==> config.mk <==
export PLATFORM = sky130hd
export DESIGN_NAME = vpa_ctrl
export DESIGN_NICKNAME = d
export VERILOG_FILES = /design/src/rtl/vpa_pkg.sv /design/src/rtl/vpa_ctrl.sv
export SDC_FILE = /design/constraint.sdc
export NUM_CORES = 1
export LEC_CHECK = 0
export BUFFER_PORTS_ARGS = -buffer_cell sky130_fd_sc_hd__buf_4
export CORE_AREA = 2 2 39 41
export DETAILED_ROUTE_END_ITERATION = 16
export DIE_AREA = 0 0 41 43
export GPL_TIMING_DRIVEN = 0
export PLACE_DENSITY = 0.74
export SYNTH_ARGS = -nofsm -noshare
export SYNTH_HDL_FRONTEND = slang
export SYNTH_SLANG_ARGS = --single-unit
==> constraint.sdc <==
create_clock -name clk -period 2.28 [get_ports clk]
set_input_delay 0.228 -clock clk [delete_from_list [all_inputs] [get_ports clk]]
set_output_delay 0.228 -clock clk [all_outputs]
set_load 0.005 [all_outputs]
==> src/rtl/vpa_pkg.sv <==
// Shared types, constants and codes for the variable partition allocator.
// No dependencies; every other file imports this package.
package vpa_pkg;

    // Table geometry and address range
    localparam int MAX_PARTS = 32;
    localparam int ADDR_BITS = 16;
    localparam int IDX_W     = $clog2(MAX_PARTS);
    localparam int CNT_W     = $clog2(MAX_PARTS + 1);
    localparam int SIZE_W    = 16;
    localparam int END_W     = ADDR_BITS + 1;
    localparam int SUM_W     = ADDR_BITS + 2;
    localparam int GAP_W     = 8;
    localparam int POL_W     = 2;
    localparam int OP_W      = 2;
    localparam int STS_W     = 3;
    localparam int PIDX_W    = 5;
    localparam int APB_AW    = 3;
    localparam int APB_DW    = 32;
    localparam int SEL_W     = 3;

    localparam logic [SUM_W-1:0] ADDR_LIMIT = SUM_W'((64'd1 << ADDR_BITS) - 64'd1);
    localparam logic [CNT_W-1:0] CNT_MAX    = CNT_W'(MAX_PARTS);

    // Operation codes
    localparam logic [OP_W-1:0] OP_ALLOC = 2'd0;
    localparam logic [OP_W-1:0] OP_FREE  = 2'd1;
    localparam logic [OP_W-1:0] OP_LOAD  = 2'd2;

    // Result status codes
    localparam logic [STS_W-1:0] STS_EXACT    = 3'd0;
    localparam logic [STS_W-1:0] STS_SPLIT    = 3'd1;
    localparam logic [STS_W-1:0] STS_APPENDED = 3'd2;
    localparam logic [STS_W-1:0] STS_NOROOM   = 3'd3;
    localparam logic [STS_W-1:0] STS_FREED    = 3'd4;
    localparam logic [STS_W-1:0] STS_BADIDX   = 3'd5;
    localparam logic [STS_W-1:0] STS_LOADED   = 3'd6;

    // Fit policies
    localparam logic [POL_W-1:0] POL_FIRST = 2'd0;
    localparam logic [POL_W-1:0] POL_NEXT  = 2'd1;
    localparam logic [POL_W-1:0] POL_BEST  = 2'd2;
    localparam logic [POL_W-1:0] POL_WORST = 2'd3;

    // Register index (word address bit)
    localparam logic REG_FIT_POLICY = 1'b0;
    localparam logic REG_APPEND_GAP = 1'b1;

    // Table read port selects
    localparam logic [SEL_W-1:0] RD_SCAN   = 3'd0;
    localparam logic [SEL_W-1:0] RD_FOUND  = 3'd1;
    localparam logic [SEL_W-1:0] RD_LAST   = 3'd2;
    localparam logic [SEL_W-1:0] RD_FREE   = 3'd3;
    localparam logic [SEL_W-1:0] RD_ZERO   = 3'd4;
    localparam logic [SEL_W-1:0] RD_MNEXT  = 3'd5;
    localparam logic [SEL_W-1:0] RD_TARGET = 3'd6;

    typedef struct packed {
        logic [1:0]  operation;
        logic [15:0] req_size;
        logic [15:0] load_start;
        logic        load_used;
        logic [4:0]  free_index;
    } req_t;

    typedef struct packed {
        logic [2:0]  status;
        logic [4:0]  part_index;
        logic [15:0] start_addr;
        logic [15:0] end_addr;
    } rsp_t;

    typedef struct packed {
        logic [ADDR_BITS-1:0] start;
        logic [SIZE_W-1:0]    size;
        logic                 used;
    } entry_t;

    typedef struct packed {
        logic             latch;
        logic [SEL_W-1:0] rd_sel;
        logic             scan_init;
        logic             scan_step;
        logic             fit;
        logic             append;
        logic             load;
        logic             reject;
        logic             badidx;
        logic             free_clr;
        logic             merge_init;
        logic             merge_step;
        logic             free_rpt;
        logic             out_load;
    } cmd_t;

    typedef struct packed {
        logic [OP_W-1:0] op;
        logic            size_zero;
        logic            idx_bad;
        logic            count_zero;
        logic            scan_last;
        logic            found;
        logic            merge_done;
    } stat_t;

endpackage

==> src/rtl/vpa_ctrl.sv <==
// Controller of the partition allocator: sequences scan, fit, append,
// free and merge steps and owns the handshakes. Depends on vpa_pkg.
module vpa_ctrl
    import vpa_pkg::*;
(
    input  logic  clk,
    input  logic  rst_n,
    input  logic  req_valid,
    output logic  req_stall,
    output logic  rsp_valid,
    input  logic  rsp_stall,
    input  stat_t stat,
    output cmd_t  cmd
);

    localparam logic [3:0] S_IDLE       = 4'd0;
    localparam logic [3:0] S_DISPATCH   = 4'd1;
    localparam logic [3:0] S_SCAN       = 4'd2;
    localparam logic [3:0] S_FIT        = 4'd3;
    localparam logic [3:0] S_APPEND     = 4'd4;
    localparam logic [3:0] S_MERGE_INIT = 4'd5;
    localparam logic [3:0] S_MERGE      = 4'd6;
    localparam logic [3:0] S_FREE_RPT   = 4'd7;
    localparam logic [3:0] S_EMIT       = 4'd8;

    logic [3:0] state_reg, state_next;
    logic       out_valid_reg, out_valid_next;
    logic       out_free;

    assign out_free  = !out_valid_reg || !rsp_stall;
    assign req_stall = (state_reg != S_IDLE);
    assign rsp_valid = out_valid_reg;

    // Next state and commands
    always_comb
    begin
        cmd        = '0;
        state_next = state_reg;
        case (state_reg)
            S_IDLE:
            begin
                if (req_valid)
                begin
                    cmd.latch  = 1'b1;
                    state_next = S_DISPATCH;
                end
            end
            S_DISPATCH:
            begin
                case (stat.op)
                    OP_ALLOC:
                    begin
                        if (stat.size_zero)
                        begin
                            cmd.reject = 1'b1;
                            state_next = S_EMIT;
                        end
                        else
                        begin
                            cmd.scan_init = 1'b1;
                            state_next    = stat.count_zero ? S_FIT : S_SCAN;
                        end
                    end
                    OP_FREE:
                    begin
                        if (stat.idx_bad)
                        begin
                            cmd.badidx = 1'b1;
                            state_next = S_EMIT;
                        end
                        else
                        begin
                            cmd.rd_sel   = RD_FREE;
                            cmd.free_clr = 1'b1;
                            state_next   = S_MERGE_INIT;
                        end
                    end
                    OP_LOAD:
                    begin
                        cmd.rd_sel = RD_LAST;
                        cmd.load   = 1'b1;
                        state_next = S_EMIT;
                    end
                    default:
                    begin
                        state_next = S_IDLE;
                    end
                endcase
            end
            S_SCAN:
            begin
                cmd.rd_sel    = RD_SCAN;
                cmd.scan_step = 1'b1;
                if (stat.scan_last)
                begin
                    state_next = S_FIT;
                end
            end
            S_FIT:
            begin
                cmd.rd_sel = RD_FOUND;
                if (stat.found)
                begin
                    cmd.fit    = 1'b1;
                    state_next = S_EMIT;
                end
                else
                begin
                    state_next = S_APPEND;
                end
            end
            S_APPEND:
            begin
                cmd.rd_sel = RD_LAST;
                cmd.append = 1'b1;
                state_next = S_EMIT;
            end
            S_MERGE_INIT:
            begin
                cmd.rd_sel     = RD_ZERO;
                cmd.merge_init = 1'b1;
                state_next     = S_MERGE;
            end
            S_MERGE:
            begin
                cmd.rd_sel = RD_MNEXT;
                if (stat.merge_done)
                begin
                    state_next = S_FREE_RPT;
                end
                else
                begin
                    cmd.merge_step = 1'b1;
                end
            end
            S_FREE_RPT:
            begin
                cmd.rd_sel   = RD_TARGET;
                cmd.free_rpt = 1'b1;
                state_next   = S_EMIT;
            end
            S_EMIT:
            begin
                if (out_free)
                begin
                    cmd.out_load = 1'b1;
                    state_next   = S_IDLE;
                end
            end
            default:
            begin
                state_next = S_IDLE;
            end
        endcase
    end

    // Hold the output beat until taken
    assign out_valid_next = cmd.out_load ? 1'b1 : (out_valid_reg && rsp_stall);

    always_ff @(posedge clk or negedge rst_n)
    begin
        if (!rst_n)
        begin
            state_reg     <= S_IDLE;
            out_valid_reg <= 1'b0;
        end
        else
        begin
            state_reg     <= state_next;
            out_valid_reg <= out_valid_next;
        end
    end

`ifndef ASSERT_OFF
    // Never overwrite a result beat that is still stalled
    a_no_overwrite: assert property (@(posedge clk) disable iff (!rst_n)
        cmd.out_load |-> (!out_valid_reg || !rsp_stall))
        else $error("result beat overwritten while stalled");

    // An accepted item blocks further input on the next cycle
    a_busy_after_accept: assert property (@(posedge clk) disable iff (!rst_n)
        (req_valid && !req_stall) |=> req_stall)
        else $error("input not stalled after accept");

    // A new result beat comes only from the emit step
    a_emit_source: assert property (@(posedge clk) disable iff (!rst_n)
        (cmd.out_load) |-> (state_reg == S_EMIT))
        else $error("result loaded outside emit");

    // A scan step is issued only in the scan state and on a non-empty table
    a_scan_cmds: assert property (@(posedge clk) disable iff (!rst_n)
        cmd.scan_step |-> (state_reg == S_SCAN && !stat.count_zero))
        else $error("scan step on empty table");
`endif

endmodule

==> results of run 1 <==
cell type report:
| cell class | count | area [µm²] |
|---|---|---|
| sequential | 5 | 125 |
| timing repair buffer | 30 | 228 |
| clock buffer | 4 | 26.3 |
| multi-input combinational | 56 | 377 |
| tap | 16 | 20.0 |
| fill | 138 | 569 |
| buffer | 5 | 27.5 |
| inverter | 3 | 11.3 |
worst max-delay path: cells and delay by family, from the launching register on:
kind	cells	cell delay [ns]
AND/OR/NAND/NOR	2	0.66
buffers and inverters	3	0.43
flip-flops	1	0.36
AO/OA/AOI/OAI	1	0.13
worst max path at each step:
stage,from,endpoint,slack [ns]
after floorplan,state_reg[3],cmd[12],0.63
after CTS,state_reg[3],cmd[12],0.20
after global placement,state_reg[3],cmd[12],0.48
final,state_reg[3],cmd[12],0.22
after global routing,state_reg[3],cmd[12],0.13
after detailed placement,state_reg[3],cmd[12],0.47
routing by layer:
metal,vias up,part of all wire (%),global-route usage (%)
met5,-,0,0
met4,0,0,6.00
met3,0,5.7,2.09
met2,19,51,30.3
met1,280,43,25.6
li1,318,-,-
stage by stage:
stage	setup slack (ns)	instance area (µm²)	total power [mW]
floorplan	0.627	541	0.473
detailed placement	0.468	778	0.674
CTS	0.199	815	0.780
global placement	0.479	778	0.667
finish	0.222	815	0.774
global route	0.131	815	0.854
power by group through the flow:
stage	logic (mW)	clock network (mW)	registers (mW)
floorplan	0.328	0	0.146
global placement	0.519	0	0.149
detailed placement	0.523	0	0.152
CTS	0.528	0.102	0.150
global route	0.591	0.108	0.156
finish	0.523	0.101	0.150
cells by family after synthesis:
family,share of synthesized area [%]
AOI/OAI and AO/OA,20.6
xor gates and xnor gates,1.62
adders and majority gates,9.26
buffers and inverters,7.17
DFF,23.1
muxes,2.08
and+or+nand+nor,36.1
cell usage in the layout (no fill, tap or decap), drive strengths merged, types with 2 or more instances in the layout:
cell,instances
and2,2
nand2b,4
dfrtp,5
a221oi,2
a21oi,4
ha,4
or4b,2
o21ai,2
nand2,4
inv,3
clkbuf,7
and3,4
buf,31
nor2b,3
nor2,9
nor3,3
==> results.ini, run 1 <==
[outcome]
run_status = completed

[power_and_ir_drop]
power_switching_mw = 0.326
ir_drop_mv = 0.594
p_leak_nw = 0.414
share_comb_of_total_power_pct = 67.5
powerDensity_nw_per_um2 = 950
power.switching_fraction_pct = 42.1
seq_power_share_pct = 19.4
clock_power_share_pct = 13.1
p_int_mw = 0.448

[global_routing]
grt_antenna_before_repair = 0
grt_max_degree = 11
grt_pass1_vias = 573
track_usage_pct = 19.1
grt_pass1_wl_mm = 2.39
grt-ovfl-total = 0

[floorplanning]
die-height_um = 43
fp.dieW_um = 41
start_util_pct = 39.1
core-area_um2 = 1380
num_io_pins = 30
dieArea_um2 = 1760
rows = 14

[critical_path]
path_class = reg -> out
cp_max_fo = 10
path_cells = buf_6 -> or4b_1 -> buf_2 -> nor2_1 -> o2bb2ai_1 -> buf_4
cp_slowest_stage_delay_ns = 0.51
crit_arrival_ns = 1.83
r2r-start = state_reg[3]
reg2reg_depth = 5
crit_slowest_cell = or4b_1
end_kind = output port
cp-start-kind = flip-flop
r2r-end = state_reg[0]
r2r_slack_ns = 0.61
required_ns = 2.05

[clocking]
cts-resized-gates = 0
cts_buffer_depth = 2
cts_made_buffers = 3
clk_latency_ns = 0.24
cts_root_buffer = clkbuf_4
htreeDepth = 1
cts_tree = done
cts_hold_buf = 1
path_clk_slew_ns = 0.04
cts_setup_buffers = 0
clock_sinks = 5

[sta]
skew_ns = 0.000983
rsz0062_at_grt = false
period_needed_ns = 2.06
hold_viol_final = 0
maxSlewHeadroom_pct = 73.0
hold_ws_ns = 0.221
finalSetupTns_ns = 0
setup_violations = 0
max_freq_mhz = 486
period_share_pct = 90.3
worstMarginPinSlew_ns = 0.404
drv_slew = 0

[drt]
ant_nets = 0
drc = 0
drt-total-wl_mm = 1.43
first_pass_iters = 3
vias_per_cell = 5.18
dr.first_iter.drc_count = 2
num_vias = 617
wl_per_cell_um = 12.0

[logic_synthesis]
ys_seq_area_share_pct = 23.1
synth_seq_cells = 5
synth_nets = 85
syn-instance-count = 69
synthTopCellsByArea = dfrtp_1 (23%), ha_1 (9.3%), nor2_1 (6.3%), and3_1 (4.6%), nand2b_1 (4.6%)
yosys.area.top_type = dfrtp_1
synth_top_area_share_pct = 23.1
avgSynthCellArea_um2 = 7.83
synth_common_cells = nor2_1 (9), dfrtp_1 (5)
ys_warn_count = 0
ys_async_sr_fraction_pct = 100
synth.distinct_cells = 31
netlist_area_um2 = 541
ys.flop_type = dfrtp_1
synth_edf_count = 0
synth_most_common_cell = nor2_1

[job]
drv_cap = 0

[finish]
fin_util_pct = 58.9
fin_cells = 119
drive_gt1_share_pct = 34.0
syn_to_final_growth_pct = 50.7
nets = 120
largest_register_ffs = 4
n_antenna_cell = 0

[placement]
io_buffers = 29
gp_congestion = 0.788
place_inst = 114
dp_hpwl_mm = 1.15

[hold_path]
min_path_cells = 3
min_from = rsp_stall
holdPathEnd = rsp_valid
hp-class = in -> reg

(Power assumes the default switching activity.)
==> inputs of run 2 (changes only) <==
Settings changed: CTS_BUF_LIST from default to sky130_fd_sc_hd__clkbuf_4 sky130_fd_sc_hd__clkbuf_8.
==> run 2 against run 1 <==
Effect of this change:
- sequential cell count did not move
- cell count did not move
- via count fell by 0.49%
==> results.ini, run 2 (synthesis gave the netlist of run 1 again) <==
[sta]
worstMarginPinSlew_ns = 0.409  ; +0.00513 ns
skew_ns = 0.00109  ; +0.000107 ns
rsz0062_at_grt = false
setup_violations = 0  ; unchanged
hold_ws_ns = 0.223  ; +0.00219 ns
drv_slew = 0  ; unchanged
period_needed_ns = 2.06  ; -0.00136 ns
max_freq_mhz = 486  ; about the same
hold_viol_final = 0  ; unchanged
finalSetupTns_ns = 0  ; unchanged
period_share_pct = 90.2  ; about the same
maxSlewHeadroom_pct = 72.7  ; -0.34 points

[finish]
fin_util_pct = 59.1  ; +0.27 points
drive_gt1_share_pct = 35.0  ; +0.97 points
nFillCells = 137  ; -0.72%
mostFrequentLayoutCells = buf_4 (29), nor2_1 (9), dfrtp_1 (5)
syn_to_final_growth_pct = 51.4
largest_register_ffs = 4  ; unchanged
nets = 120  ; unchanged
n_antenna_cell = 0  ; unchanged
layout_commonest_cell = buf_4

[critical_path]
cp_slowest_stage_delay_ns = 0.51  ; about the same
path_class = reg -> out
crit_buf_inv = 3  ; unchanged
cp_max_fo = 10  ; unchanged
reg2reg_depth = 5  ; unchanged
cp-start-kind = flip-flop
crit_arrival_ns = 1.83  ; about the same
crit_slowest_cell = or4b_1
path_cells = buf_6 -> or4b_1 -> buf_2 -> nor2_1 -> o2bb2ai_1 -> buf_4
end_kind = output port
path_depth = 6  ; unchanged
cp_top_family = simple AND/OR/NAND/NOR gates
required_ns = 2.05  ; about the same

[drt]
drt-total-wl_mm = 1.41  ; -1.3%
num_vias = 614  ; -0.49%
drc = 0  ; unchanged
dr.first_iter.drc_count = 8  ; +6
wl_per_cell_um = 11.9  ; -1.3%
vias_per_cell = 5.16  ; -0.49%
ant_nets = 0  ; unchanged
first_pass_iters = 3  ; unchanged

[clocking]
cts_tree = done
cts_made_buffers = 3  ; unchanged
clock_sinks = 5  ; unchanged
cts_buffer_depth = 2  ; unchanged
htreeDepth = 1  ; unchanged
clk_latency_ns = 0.24  ; about the same
path_clk_slew_ns = 0.04  ; about the same
cts_hold_buf = 1  ; unchanged
cts-resized-gates = 0  ; unchanged
cts_setup_buffers = 0  ; unchanged
cts_root_buffer = clkbuf_4

[global_routing]
grt_antenna_before_repair = 0  ; unchanged
grt_pass1_vias = 565  ; -1.4%
grt_max_degree = 11  ; unchanged
grt_pass1_wl_mm = 2.36  ; -1.2%
grt-ovfl-total = 0  ; unchanged
track_usage_pct = 18.9  ; -0.20 points

[placement]
gp_congestion = 0.788  ; unchanged
dp_hpwl_mm = 1.15  ; unchanged
io_buffers = 29  ; unchanged

[floorplanning]
dieArea_um2 = 1760  ; unchanged
core-area_um2 = 1380  ; unchanged
rows = 14  ; unchanged
die-height_um = 43  ; unchanged
num_io_pins = 30  ; unchanged
fp.dieW_um = 41  ; unchanged
start_util_pct = 39.1  ; unchanged

[hold_path]
hp-class = in -> reg
min_path_cells = 3  ; unchanged

[power_and_ir_drop]
p_leak_nw = 0.417  ; +0.83%
ir_drop_mv = 0.604  ; +1.7%
powerDensity_nw_per_um2 = 960  ; +1.0%
fin_total_pwr_mw = 0.785  ; +1.5%

[job]
drv_cap = 0  ; unchanged

[outcome]
run_status = completed

run 2: changes by cell type in the layout (fill, tap and decap cells not counted):
cell and change:
clkbuf_1 -1, clkbuf_4 +1
run 2: worst reg2reg max path: stages (launching register included):
cell and delay (ns):
dfrtp_1 0.36, buf_6 0.13, or4b_1 0.51, buf_2 0.17, a211oi_1 0.21, o221a_1 0.22
run 2: path summary, 6_finish.rpt:
check | from | to | slack [ns]
max in group asynchronous | rst_n | state_reg[3] | 1.85
min in group asynchronous | rst_n | rsp_valid | 0.33
hold / removal | rsp_stall | rsp_valid | 0.22
setup / recovery | state_reg[3] | cmd[12] | 0.22
setup reg to reg | state_reg[3] | state_reg[0] | 0.61
hold reg to reg | rsp_valid | rsp_valid | 0.52
run 2: cell type report:
cell class                      instances  area, µm²  share of cell area, %
Timing Repair Buffer                   30        228                   27.8
Clock buffer                            4       30.0                   3.67
Tap cell                               16       20.0                   2.45
Sequential cell                         5        125                   15.3
Buffer                                  5       27.5                   3.36
Multi-Input combinational cell         56        377                   46.0
Inverter                                3       11.3                   1.38
run 2: stage by stage:
stage          instances  area [µm²]  setup slack (ns)
2_1_floorplan         69         541             0.627
3_3_place_gp         114         778             0.479
3_5_place_dp         114         778             0.468
4_1_cts              119         818             0.201
5_1_grt              119         818             0.131
6_report             119         818             0.223
run 2: routing by layer:
| layer | global-route usage [%] | share of wire (%) |
|---|---|---|
| met1 | 26.0 | 43 |
| met2 | 29.4 | 51 |
| met3 | 2.09 | 5.5 |
| met4 | 6.00 | 0 |
| met5 | 0 | 0 |
run 2: power breakdown:
part	switching (mW)	internal (mW)	total [mW]
Sequential	0.0239	0.126	0.149
Clock	0.0340	0.0779	0.112
Combinational	0.267	0.257	0.524
==> inputs of run 3 (changes only) <==
Settings changed: CTS_BUF_LIST sky130_fd_sc_hd__clkbuf_4 sky130_fd_sc_hd__clkbuf_8 to sky130_fd_sc_hd__clkbuf_8.
==> run 3 against run 2 <==
Effect of this change:
- register-to-register slack about the same
- die area unchanged
- sequential cell count unchanged
- utilization increased by 1.1 points
- critical path depth unchanged
- count of clock-buffer cells in the layout decreased by 1
- via count decreased by 0.98%
- first-iteration DRC count decreased by 88%
- highest routed layer unchanged
- largest power group unchanged
- critical path type unchanged
- cell count unchanged
- total power increased by 5.6%
- largest cell class unchanged
- global-route usage increased by 0.30 points
==> results.ini, run 3 (synthesis gave the netlist of run 1 again) <==
[critical_path]
endpoint = cmd[12]
path_class = reg -> out
cp-start-kind = flip-flop
worstSetupStartpoint = state_reg[3]
path_depth = 6  ; unchanged
path_cells = buf_6 -> or4b_1 -> buf_2 -> nor2_1 -> o2bb2ai_1 -> buf_4
crit_arrival_ns = 1.81  ; -0.02 ns
r2r_slack_ns = 0.61  ; about the same
required_ns = 2.05  ; about the same
cp_top_family = simple AND/OR/NAND/NOR gates
r2r-end = state_reg[0]
cp_slowest_stage_delay_ns = 0.51  ; about the same
crit_slowest_cell = or4b_1
reg2reg_depth = 5  ; unchanged
r2r-start = state_reg[3]
end_kind = output port
crit_buf_inv = 3  ; unchanged
cp_max_fo = 10  ; unchanged

[clocking]
cts_tree = done
cts-resized-gates = 0  ; unchanged
cts_made_buffers = 3  ; unchanged
htreeDepth = 1  ; unchanged
cts_root_buffer = clkbuf_8
cts_setup_buffers = 0  ; unchanged
cts_buffer_depth = 2  ; unchanged
path_clk_slew_ns = 0.03  ; about the same
clk_latency_ns = 0.22  ; -0.02 ns
clock_sinks = 5  ; unchanged
cts_hold_buf = 1  ; unchanged

[floorplanning]
num_io_pins = 30  ; unchanged
fp.dieW_um = 41  ; unchanged
dieArea_um2 = 1760  ; unchanged
core-area_um2 = 1380  ; unchanged
start_util_pct = 39.1  ; unchanged
rows = 14  ; unchanged
die-height_um = 43  ; unchanged

[global_routing]
grt_antenna_before_repair = 0  ; unchanged
track_usage_pct = 19.2  ; +0.30 points
grt_pass1_wl_mm = 2.38  ; +0.89%
grt_max_degree = 11  ; unchanged
grt_pass1_vias = 577  ; +2.1%
grt-ovfl-total = 0  ; unchanged

[drt]
wl_per_cell_um = 12.0  ; +0.78%
vias_per_cell = 5.11  ; -0.98%
drc = 0  ; unchanged
drt-total-wl_mm = 1.42  ; +0.78%
ant_nets = 0  ; unchanged
num_vias = 608  ; -0.98%
first_pass_iters = 2  ; -1
dr.first_iter.drc_count = 1  ; -7

[finish]
drive_gt1_share_pct = 34.0  ; -0.97 points
layout_commonest_cell = buf_4
largest_register_ffs = 4  ; unchanged
n_antenna_cell = 0  ; unchanged
mostFrequentLayoutCells = buf_4 (29), nor2_1 (9), dfrtp_1 (5)
nets = 120  ; unchanged
syn_to_final_growth_pct = 54.2

[placement]
io_buffers = 29  ; unchanged
dp_hpwl_mm = 1.15  ; unchanged
gp_congestion = 0.788  ; unchanged

[power_and_ir_drop]
ir_drop_mv = 0.612  ; +1.2%
p_leak_nw = 0.426  ; +2.0%
powerDensity_nw_per_um2 = 995  ; +3.7%

[sta]
period_needed_ns = 2.04  ; -0.0198 ns
rsz0062_at_grt = false
skew_ns = 0.0000182  ; -0.00107 ns
max_freq_mhz = 491  ; +0.97%
period_share_pct = 89.3  ; -0.87 points
worstMarginPinSlew_ns = 0.406  ; -0.00325 ns
drv_slew = 0  ; unchanged
hold_viol_final = 0  ; unchanged
hold_ws_ns = 0.241  ; +0.0179 ns
finalSetupTns_ns = 0  ; unchanged
maxSlewHeadroom_pct = 72.9  ; +0.22 points
setup_violations = 0  ; unchanged

[outcome]
run_status = completed

[job]
drv_cap = 0  ; unchanged

[hold_path]
hp-class = in -> reg
min_from = rsp_stall

==> run 3: worst min path at each step <==
stage | end | cells past startpoint | slack (ns)
2_1_floorplan | rsp_valid | 0 | -0.07
3_3_place_gp | rsp_valid | 1 | 0.03
3_5_place_dp | rsp_valid | 1 | 0.03
4_1_cts | rsp_valid | 3 | 0.24
5_1_grt | rsp_valid | 3 | 0.26
6_report | rsp_valid | 3 | 0.24
==> run 3: report_power, final <==
group	internal, mW	total, mW	switching (mW)
clock network	0.115	0.158	0.0425
registers	0.126	0.150	0.0239
logic	0.257	0.522	0.265
==> run 3: per-layer routing <==
layer | up-vias | share of wire (%) | global-route usage, %
li1 | 316 | - | -
met1 | 273 | 44 | 26.0
met2 | 19 | 50 | 29.4
met3 | 0 | 5.7 | 3.66
met4 | 0 | 0 | 6.00
met5 | - | 0 | 0
==> run 3: cell type report <==
class	count	area, µm²
Fill cell	134	551
Multi-Input combinational cell	56	377
Timing Repair Buffer	30	228
Sequential cell	5	125
Clock buffer	3	41.3
Buffer	5	27.5
Tap cell	16	20.0
Inverter	3	11.3
Clock inverter	1	3.75
==> run 3: worst min-delay path, delay by kind of cell <==
| family | cells | cell delay [ns] |
|---|---|---|
| and+or+nand+nor | 2 | 0.12 |
| buffers and inverters | 1 | 0.08 |
==> run 3: per-stage QoR <==
| step | util, % | area [µm²] | std cells | total power [mW] | setup WS (ns) |
|---|---|---|---|---|---|
| floorplan | - | 541 | 69 | 0.473 | 0.627 |
| global placement | 56.2 | 778 | 114 | 0.667 | 0.479 |
| detailed placement | 56.2 | 778 | 114 | 0.674 | 0.468 |
| CTS | 60.2 | 833 | 119 | 0.836 | 0.222 |
| global route | 60.2 | 833 | 119 | 0.912 | 0.151 |
| finish | 60.2 | 833 | 119 | 0.829 | 0.243 |
